===== config.mk =====
export PLATFORM = sky130hd
export DESIGN_NAME = sliding_window_max_filter_top_flat
export DESIGN_NICKNAME = d
export VERILOG_FILES = /design/src/design/swmf_pkg.sv /design/src/design/swmf_if.sv /design/src/design/swmf_cfg.sv /design/src/design/swmf_core.sv /design/src/design/sliding_window_max_filter_top.sv /design/src/flat_wrapper.sv
export SDC_FILE = /design/constraint.sdc
export NUM_CORES = 2
export LEC_CHECK = 0
export ABC_CLOCK_PERIOD_IN_PS = 12800
export BUFFER_PORTS_ARGS = -buffer_cell sky130_fd_sc_hd__buf_4
export CORE_ASPECT_RATIO = 1.2
export CORE_UTILIZATION = 40
export CTS_BUF_LIST = sky130_fd_sc_hd__clkbuf_8
export DETAILED_ROUTE_END_ITERATION = 8
export HOLD_SLACK_MARGIN = 0.12
export PLACE_DENSITY = 0.55
export SETUP_SLACK_MARGIN = 0.2
export SYNTH_ARGS = -nofsm -noshare
export SYNTH_HDL_FRONTEND = slang
export SYNTH_SLANG_ARGS = --single-unit

===== constraint.sdc =====
create_clock -name clk -period 12.8 [get_ports clk]
set_input_delay 0.64 -clock clk [delete_from_list [all_inputs] [get_ports clk]]
set_output_delay 0.64 -clock clk [all_outputs]
set_load 0.03 [all_outputs]

===== src/design/swmf_pkg.sv =====
// Shared constants and types for the sliding window max filter.
package swmf_pkg;

  localparam int WINDOW_MAX_DEF = 64;
  localparam int SAMPLE_W       = 32;
  localparam int POS_W          = 32;
  localparam int WSIZE_W        = 7;
  localparam int APB_ADDR_W     = 2;
  localparam int APB_DATA_W     = 32;

  localparam logic [WSIZE_W-1:0]    WSIZE_RESET        = 7'd3;
  localparam logic [APB_ADDR_W-1:0] ADDR_WINDOW_SIZE   = 2'd0;

  typedef struct packed {
    logic signed [SAMPLE_W-1:0] window_max;
    logic                       last_result;
  } result_t;

endpackage


===== src/design/swmf_if.sv =====
// Valid/ready stream interfaces for samples and window results.
interface swmf_in_if import swmf_pkg::*; ();
  logic                       valid;
  logic                       ready;
  logic signed [SAMPLE_W-1:0] sample;
  logic                       end_of_sequence;

  modport source (output valid, sample, end_of_sequence, input ready);
  modport sink   (input valid, sample, end_of_sequence, output ready);
endinterface

interface swmf_out_if import swmf_pkg::*; ();
  logic                       valid;
  logic                       ready;
  logic signed [SAMPLE_W-1:0] window_max;
  logic                       last_result;

  modport source (output valid, window_max, last_result, input ready);
  modport sink   (input valid, window_max, last_result, output ready);
endinterface


===== src/design/swmf_cfg.sv =====
// APB register block holding the window size.
module swmf_cfg import swmf_pkg::*; (
  input  logic                  clk,
  input  logic                  rst,
  input  logic                  psel,
  input  logic                  penable,
  input  logic                  pwrite,
  input  logic [APB_ADDR_W-1:0] paddr,
  input  logic [APB_DATA_W-1:0] pwdata,
  output logic [APB_DATA_W-1:0] prdata,
  output logic                  pready,
  output logic [WSIZE_W-1:0]    window_size
);

  logic wr_en;

  assign pready = 1'b1;
  assign wr_en  = psel && penable && pwrite && pready && (paddr == ADDR_WINDOW_SIZE);

  always_ff @(posedge clk) begin
    if (rst) begin
      window_size <= WSIZE_RESET;
    end else if (wr_en) begin
      window_size <= pwdata[WSIZE_W-1:0];
    end
  end

  always_comb begin
    prdata = '0;
    if (paddr == ADDR_WINDOW_SIZE) begin
      prdata = {{(APB_DATA_W-WSIZE_W){1'b0}}, window_size};
    end
  end

endmodule


===== src/design/swmf_core.sv =====
// Monotonic queue sequencer over a one-port-read, one-port-write queue memory.
module swmf_core import swmf_pkg::*; #(
  parameter int WINDOW_MAX = WINDOW_MAX_DEF
) (
  input  logic               clk,
  input  logic               rst,
  swmf_in_if.sink            din,
  input  logic [WSIZE_W-1:0] window_size,
  input  logic               out_free,
  output logic               res_load,
  output result_t            res
);

  localparam int AW = (WINDOW_MAX > 1) ? $clog2(WINDOW_MAX) : 1;
  localparam int CW = $clog2(WINDOW_MAX + 1);
  localparam logic [AW:0] DEPTH = (AW+1)'(WINDOW_MAX);

  localparam logic [2:0] S_IDLE   = 3'd0;
  localparam logic [2:0] S_FRONT  = 3'd1;
  localparam logic [2:0] S_BACK   = 3'd2;
  localparam logic [2:0] S_APPEND = 3'd3;
  localparam logic [2:0] S_EMIT   = 3'd4;

  // Each entry holds {value, position}.
  logic [SAMPLE_W+POS_W-1:0] mem [WINDOW_MAX];
  logic [SAMPLE_W+POS_W-1:0] rd_data;
  logic                      rd_en;
  logic [AW-1:0]             rd_addr;
  logic [AW-1:0]             wr_addr;

  logic [2:0]                 state;
  logic [AW-1:0]              head;
  logic [CW-1:0]              count;
  logic [POS_W-1:0]           pos;
  logic                       filled;
  logic signed [SAMPLE_W-1:0] x;
  logic                       last;
  logic [WSIZE_W-1:0]         k;
  logic signed [SAMPLE_W-1:0] front_val;
  result_t                    res_q;

  logic [WSIZE_W-1:0]         k_eff;
  logic signed [SAMPLE_W-1:0] rd_val;
  logic [POS_W-1:0]           age;
  logic                       front_evict;
  logic                       back_evict;
  logic                       reached;
  logic                       produce;
  logic [AW-1:0]              head_inc;
  logic                       accept;
  result_t                    res_now;

  function automatic logic [AW-1:0] wrap_add(logic [AW-1:0] a, logic [AW-1:0] b);
    logic [AW:0] sum;
    sum = {1'b0, a} + {1'b0, b};
    if (sum >= DEPTH) begin
      sum = sum - DEPTH;
    end
    return sum[AW-1:0];
  endfunction

  always_comb begin
    if (window_size == '0) begin
      k_eff = WSIZE_W'(1);
    end else if ({{(32-WSIZE_W){1'b0}}, window_size} > 32'(WINDOW_MAX)) begin
      k_eff = WSIZE_W'(WINDOW_MAX);
    end else begin
      k_eff = window_size;
    end
  end

  assign din.ready   = (state == S_IDLE);
  assign accept      = din.valid && din.ready;
  assign rd_val      = rd_data[SAMPLE_W+POS_W-1:POS_W];
  assign age         = pos - rd_data[POS_W-1:0];
  assign front_evict = (age >= POS_W'(k));
  assign back_evict  = (rd_val < x);
  assign reached     = (pos >= (POS_W'(k) - POS_W'(1)));
  assign produce     = filled || reached;
  assign head_inc    = wrap_add(head, AW'(1));
  assign wr_addr     = wrap_add(head, AW'(count));

  assign res_now.window_max  = (count == '0) ? x : front_val;
  assign res_now.last_result = last;

  assign res_load = ((state == S_APPEND) && produce && out_free) ||
                    ((state == S_EMIT) && out_free);
  assign res      = (state == S_APPEND) ? res_now : res_q;

  // Read address: front entry while aging out, tail entry while comparing.
  always_comb begin
    rd_en   = 1'b0;
    rd_addr = head;
    case (state)
      S_IDLE: begin
        rd_en = accept && (count != '0);
      end
      S_FRONT: begin
        if (front_evict) begin
          rd_en   = (count > CW'(1));
          rd_addr = head_inc;
        end else begin
          rd_en   = 1'b1;
          rd_addr = wrap_add(head, AW'(count - CW'(1)));
        end
      end
      S_BACK: begin
        rd_en   = back_evict && (count > CW'(1));
        rd_addr = wrap_add(head, AW'(count - CW'(2)));
      end
      default: begin
        rd_en = 1'b0;
      end
    endcase
  end

  always_ff @(posedge clk) begin
    if (rd_en) begin
      rd_data <= mem[rd_addr];
    end
    if (state == S_APPEND) begin
      mem[wr_addr] <= {x, pos};
    end
  end

  always_ff @(posedge clk) begin
    if (rst) begin
      state  <= S_IDLE;
      head   <= '0;
      count  <= '0;
      pos    <= '0;
      filled <= 1'b0;
    end else begin
      case (state)
        S_IDLE: begin
          if (accept) begin
            state <= (count != '0) ? S_FRONT : S_APPEND;
          end
        end
        S_FRONT: begin
          if (front_evict) begin
            head  <= head_inc;
            count <= count - CW'(1);
            state <= (count > CW'(1)) ? S_FRONT : S_APPEND;
          end else begin
            state <= S_BACK;
          end
        end
        S_BACK: begin
          if (back_evict) begin
            count <= count - CW'(1);
            state <= (count > CW'(1)) ? S_BACK : S_APPEND;
          end else begin
            state <= S_APPEND;
          end
        end
        S_APPEND: begin
          if (last) begin
            head   <= '0;
            count  <= '0;
            pos    <= '0;
            filled <= 1'b0;
          end else begin
            count  <= count + CW'(1);
            pos    <= pos + POS_W'(1);
            filled <= produce;
          end
          state <= (produce && !out_free) ? S_EMIT : S_IDLE;
        end
        S_EMIT: begin
          if (out_free) begin
            state <= S_IDLE;
          end
        end
        default: begin
          state <= S_IDLE;
        end
      endcase
    end
  end

  // Hold the sample and the result payload.
  always_ff @(posedge clk) begin
    if (accept) begin
      x    <= din.sample;
      last <= din.end_of_sequence;
      k    <= k_eff;
    end
    if ((state == S_FRONT) && !front_evict) begin
      front_val <= rd_val;
    end
    if (state == S_APPEND) begin
      res_q <= res_now;
    end
  end

endmodule


===== src/design/sliding_window_max_filter_top.sv =====
// Sliding window max filter: streams samples in, window maxima out.
//
// din carries one signed sample and an end_of_sequence flag per transfer;
// dout carries window_max and last_result. psel/penable/pwrite/paddr/pwdata
// write window_size at address 0 (reset value 3, zero acts as 1, values
// above WINDOW_MAX act as WINDOW_MAX); prdata reads it back.
// A sample gives a result once window_size samples of its sequence have
// arrived; a sequence shorter than the window gives none. end_of_sequence
// is copied to last_result and empties the queue for the next sequence.
// One sample is in work at a time: after the transfer the sequencer ages out
// queue entries at the front one at a time, checks the front entry, compares
// entries at the tail one at a time, and appends the sample; an empty queue
// goes straight to the append. The single read port of the queue memory
// makes these steps serial. The result is loaded into the output register
// at the append when that register is free.
// A stalled receiver leaves the result in the output register; a following
// result waits in the sequencer, which takes no new sample until it moves.
// Reset empties the queue, clears the position counter and the output valid.
module sliding_window_max_filter_top import swmf_pkg::*; #(
  parameter int WINDOW_MAX = WINDOW_MAX_DEF
) (
  input  logic                  clk,
  input  logic                  rst,
  swmf_in_if.sink               din,
  swmf_out_if.source            dout,
  input  logic                  psel,
  input  logic                  penable,
  input  logic                  pwrite,
  input  logic [APB_ADDR_W-1:0] paddr,
  input  logic [APB_DATA_W-1:0] pwdata,
  output logic [APB_DATA_W-1:0] prdata,
  output logic                  pready
);

  logic [WSIZE_W-1:0] window_size;
  logic               out_free;
  logic               res_load;
  result_t            res;
  logic               out_valid;
  result_t            out_q;

  swmf_cfg u_cfg (
    .clk         (clk),
    .rst         (rst),
    .psel        (psel),
    .penable     (penable),
    .pwrite      (pwrite),
    .paddr       (paddr),
    .pwdata      (pwdata),
    .prdata      (prdata),
    .pready      (pready),
    .window_size (window_size)
  );

  swmf_core #(
    .WINDOW_MAX (WINDOW_MAX)
  ) u_core (
    .clk         (clk),
    .rst         (rst),
    .din         (din),
    .window_size (window_size),
    .out_free    (out_free),
    .res_load    (res_load),
    .res         (res)
  );

  assign out_free = !out_valid || dout.ready;

  always_ff @(posedge clk) begin
    if (rst) begin
      out_valid <= 1'b0;
    end else if (res_load) begin
      out_valid <= 1'b1;
    end else if (dout.ready) begin
      out_valid <= 1'b0;
    end
  end

  always_ff @(posedge clk) begin
    if (res_load) begin
      out_q <= res;
    end
  end

  assign dout.valid       = out_valid;
  assign dout.window_max  = out_q.window_max;
  assign dout.last_result = out_q.last_result;

endmodule


===== src/flat_wrapper.sv =====
// flat-port wrapper written by rule: the top's interface ports become plain ports
module sliding_window_max_filter_top_flat import swmf_pkg::*;
#(
  parameter int WINDOW_MAX = WINDOW_MAX_DEF
)
  (clk, rst, psel, penable, pwrite, paddr, pwdata, prdata, pready, din_valid, din_sample, din_end_of_sequence, din_ready, dout_valid, dout_window_max, dout_last_result, dout_ready);
  swmf_in_if din_i ();
  swmf_out_if dout_i ();
  input  logic clk;
  input  logic rst;
  input  logic psel;
  input  logic penable;
  input  logic pwrite;
  input  logic [APB_ADDR_W-1:0] paddr;
  input  logic [APB_DATA_W-1:0] pwdata;
  output logic [APB_DATA_W-1:0] prdata;
  output logic pready;
  input wire logic [$bits(din_i.valid)-1:0] din_valid;
  input wire logic [$bits(din_i.sample)-1:0] din_sample;
  input wire logic [$bits(din_i.end_of_sequence)-1:0] din_end_of_sequence;
  output wire logic [$bits(din_i.ready)-1:0] din_ready;
  output wire logic [$bits(dout_i.valid)-1:0] dout_valid;
  output wire logic [$bits(dout_i.window_max)-1:0] dout_window_max;
  output wire logic [$bits(dout_i.last_result)-1:0] dout_last_result;
  input wire logic [$bits(dout_i.ready)-1:0] dout_ready;
  assign din_i.valid = din_valid;
  assign din_i.sample = din_sample;
  assign din_i.end_of_sequence = din_end_of_sequence;
  assign din_ready = din_i.ready;
  assign dout_valid = dout_i.valid;
  assign dout_window_max = dout_i.window_max;
  assign dout_last_result = dout_i.last_result;
  assign dout_i.ready = dout_ready;
  sliding_window_max_filter_top #(.WINDOW_MAX(WINDOW_MAX)) u_core (.clk(clk), .rst(rst), .din(din_i), .dout(dout_i), .psel(psel), .penable(penable), .pwrite(pwrite), .paddr(paddr), .pwdata(pwdata), .prdata(prdata), .pready(pready));
endmodule

==> out/results.ini <==
[cells_and_area]
fillCellCount=38300
area_delta_synth_final_pct=12.2
multi_input_area_um2=46300
regArea_um2=130000
fin_util=0.451
drive_above_1_share=0.156
nets=10800

[critical_path]
critPathLaunch=u_core.u_core.pos[0]$_SDFFE_PP0P_
cp.required_ns=13.76
r2r_slack_ns=3.54
reg2reg_depth=24
cp-start-kind=flip-flop
crit_fanout=67
rr_startpoint=u_core.u_core.pos[0]$_SDFFE_PP0P_
worst_setup_path_end_kind=flip-flop
cp-endpoint=u_core.u_core.rd_data[46]$_DFFE_PP_
worstSetupPathType=reg -> reg
critPathArrivalTime_ns=10.22
rr_endpoint=u_core.u_core.rd_data[46]$_DFFE_PP_

[timing]
whs_ns=0.329
setup-violations-final=0
fin_skew_ns=0.0751
period_needed_ns=9.26
maxSlewViolCount=0
max_freq_mhz=108
rsz0062_at_grt=no
tns_ns=0
hold_viol=0
relSlewSlack=0.106
fin_crit_sh=0.723
setup_ws_ns=3.54
worstMarginPinSlew_ns=1.34

[power_and_ir_drop]
ir_drop_v=0.000290
p_per_area_nw_per_um2=209
power_mw=41.9
leakage_nw=68.1

[global_routing]
overflow=0
grt_usage=0.221
grt_start_max_net_pins=133
grt_pass1_wl_mm=703
antenna_found_initial=19
grt_pass1_vias=94500

[cts]
cts_tree=yes
clkTransAtPathRegs_ns=0.06
htree_num_levels=6
cts_buffer_depth=4
cts_resized=0
clock_latency_ns=1.29
clockRootBuffer=clkbuf_8
post-cts-setup-buffer-count=0
numCtsBuffers=686
clkSinkCount=4355

[synth]
synth_edf_count=4265
synthFlopType=edfxtp_1
ys_seq_area_frac=0.726
yosys_warnings=0
synth.distinct_cells=81
ys_ff_latch=4355
syn-cell-area_um2=179000
syn_area_per_cell_um2=18.0
async_flop_share=0
syn_inst=9939

[drt]
dr.pass1.iters=5
wl_per_cell_um=29.9
num_vias=94100
via_per_inst=5.50
totalWireLength_mm=512
antenna_left=0
drt_iter0_markers=8483
drc=0

[floorplan]
core_area_um2=445000
rows=268
die_w_um=612
die_h_um=735
dieArea_um2=450000
start_util=0.402
ios=142

[place]
gp_congestion=0.811
place_ws_ns=3.61
dp_hpwl_mm=272
numPortBuffers=90

[flow_run]
cap_viol_max_count=0

[outcome]
status=finished, final reports clean

[worst_hold_path]
min_path_type=in -> reg

==> layout make-up <==
| cell class | instances | area share |
|---|---|---|
| flip-flops and latches | 4355 | 0.647 |
| multi-input cells | 4980 | 0.231 |
| clock buffers | 704 | 0.0483 |
| well taps | 5940 | 0.0370 |
| repair buffers | 475 | 0.0210 |
| clock inverters | 522 | 0.0134 |
| inverters | 102 | 0.00191 |
| diodes | 16 | 0.000200 |
==> cells in the mapped netlist, drive strengths merged, types with 15 or more instances <==
master,count,area (um^2)
mux2,382,4300
nand2b,15,93.8
xnor2,29,254
inv,102,383
nor3,20,100
and2,15,93.8
nand3,35,175
buf,441,2670
and3,18,113
a21oi,122,614
ha,124,1550
nand2,131,492
a22oi,197,1480
o22a,64,561
nand4,95,594
a21o,45,338
mux2i,3182,31900
nor2b,17,106
xor2,37,324
nor2,185,709
clkbuf,85,319
o21ai,73,365
dfxtp,90,1800
edfxtp,4265,128000
==> layout by cell type (no fill, tap or decap), types with 18 or more instances in the layout <==
cell and instances:
inv_1 324, nor3_1 20, xnor2_1 29, o22a_1 64
edfxtp_1 4265, o21ai_0 69, clkinv_1 163, nand2_1 129
nor2_1 114, dfxtp_1 58, a22oi_1 197, clkbuf_8 704
buf_4 347, mux2_2 382, dlygate4sd3_1 96, a21oi_1 120
mux2i_1 3182, a21o_1 45, nor2_4 71, ha_1 124
buf_12 32, xor2_1 37, clkinv_2 68, conb_1 26
and3_1 18, clkinvlp_4 27, nand3_1 35, dfxtp_2 32
nand4_1 95
==> stage by stage <==
step,std cells,instance area (um^2)
global placement,15800,187000
finish,17100,201000
detailed placement,15800,187000
floorplan,9963,179000
global route,17100,201000
CTS,17100,201000
==> routing by layer <==
| layer | vias to the layer above | global-route usage | routed length, um |
|---|---|---|---|
| met2 | 3122 | 0.383 | 255000 |
| li1 | 40700 | - | - |
| met3 | 872 | 0.0296 | 28600 |
| met5 | - | 0 | 27 |
| met4 | 4 | 0.0707 | 16200 |
| met1 | 49400 | 0.286 | 212000 |
==> power breakdown <==
part	leakage [nW]	total [mW]	switching (mW)	internal [mW]
logic	22.9	14.6	8.39	6.20
clock network	7.11	10.8	5.46	5.38
registers	38.1	16.5	0.256	16.2
total	68.1	41.9	14.1	27.8
==> registers in the layout, indices dropped and copies added, names as in the netlist, 32 cells and up <==
name / cells
u_core.u_core.front_val: 32
u_core.u_core.rd_data: 64
u_core.dout.window_max: 32
u_core.u_core.x: 32
u_core.u_core.mem: 4096
u_core.u_core.pos: 32
u_core.u_core.res_q: 33
==> critical path, stage by stage, from the launching register on <==
cell and delay, ns:
dfxtp_2 1.07, inv_1 0.26, ha_1 0.29, fa_1 0.41, nand2b_1 0.18, a21o_1 0.19
nand2_1 0.16, xor2_1 0.18, ha_1 0.26, inv_1 0.06, o221a_2 0.21, o221ai_1 0.17
a221oi_1 0.29, o2111ai_1 0.16, a2111oi_1 0.48, nand4_1 0.23, nor2_4 0.34, a311o_2 1.02
buf_4 0.73, buf_4 0.89, mux2i_1 0.28, mux2i_1 0.11, mux2_2 0.30, a22oi_1 0.43
nand4_1 0.15
==> what timing repair did <==
action / in CTS / in global routing
hold buffers: 96 / 0
setup endpoints to repair: 0 / 0
endpoints found under the hold margin: 78 / 0
==> cell families (layout without fill, tap and decap cells) <==
family,after synthesis,count (layout),share of synthesized area
xor gates and xnor gates,66,66,0.00323
other,2,42,0.0000420
DFF,4355,4355,0.726
adders and majority gates,128,128,0.00912
buffers and inverters,628,1803,0.0189
AOI/OAI and AO/OA,621,621,0.0244
and+or+nand+nor,569,569,0.0155
muxes,3570,3570,0.203
==> how the worst min path moves through the flow <==
stage	from	depth (start not counted)	end	slack, ns
final	dout_ready	5	u_core.dout.valid$_SDFFE_PP0P_	0.33
after global routing	dout_ready	5	u_core.dout.valid$_SDFFE_PP0P_	0.27
after CTS	dout_ready	5	u_core.dout.valid$_SDFFE_PP0P_	0.18
after detailed placement	u_core.u_core.res_q[0]$_DFF_P_	2	u_core.u_core.res_q[0]$_DFF_P_	0.44
after global placement	u_core.u_core.res_q[0]$_DFF_P_	2	u_core.u_core.res_q[0]$_DFF_P_	0.44
after floorplan	u_core.u_core.res_q[0]$_DFF_P_	2	u_core.u_core.res_q[0]$_DFF_P_	0.42
Note: power is estimated with default switching activity, not from simulation.
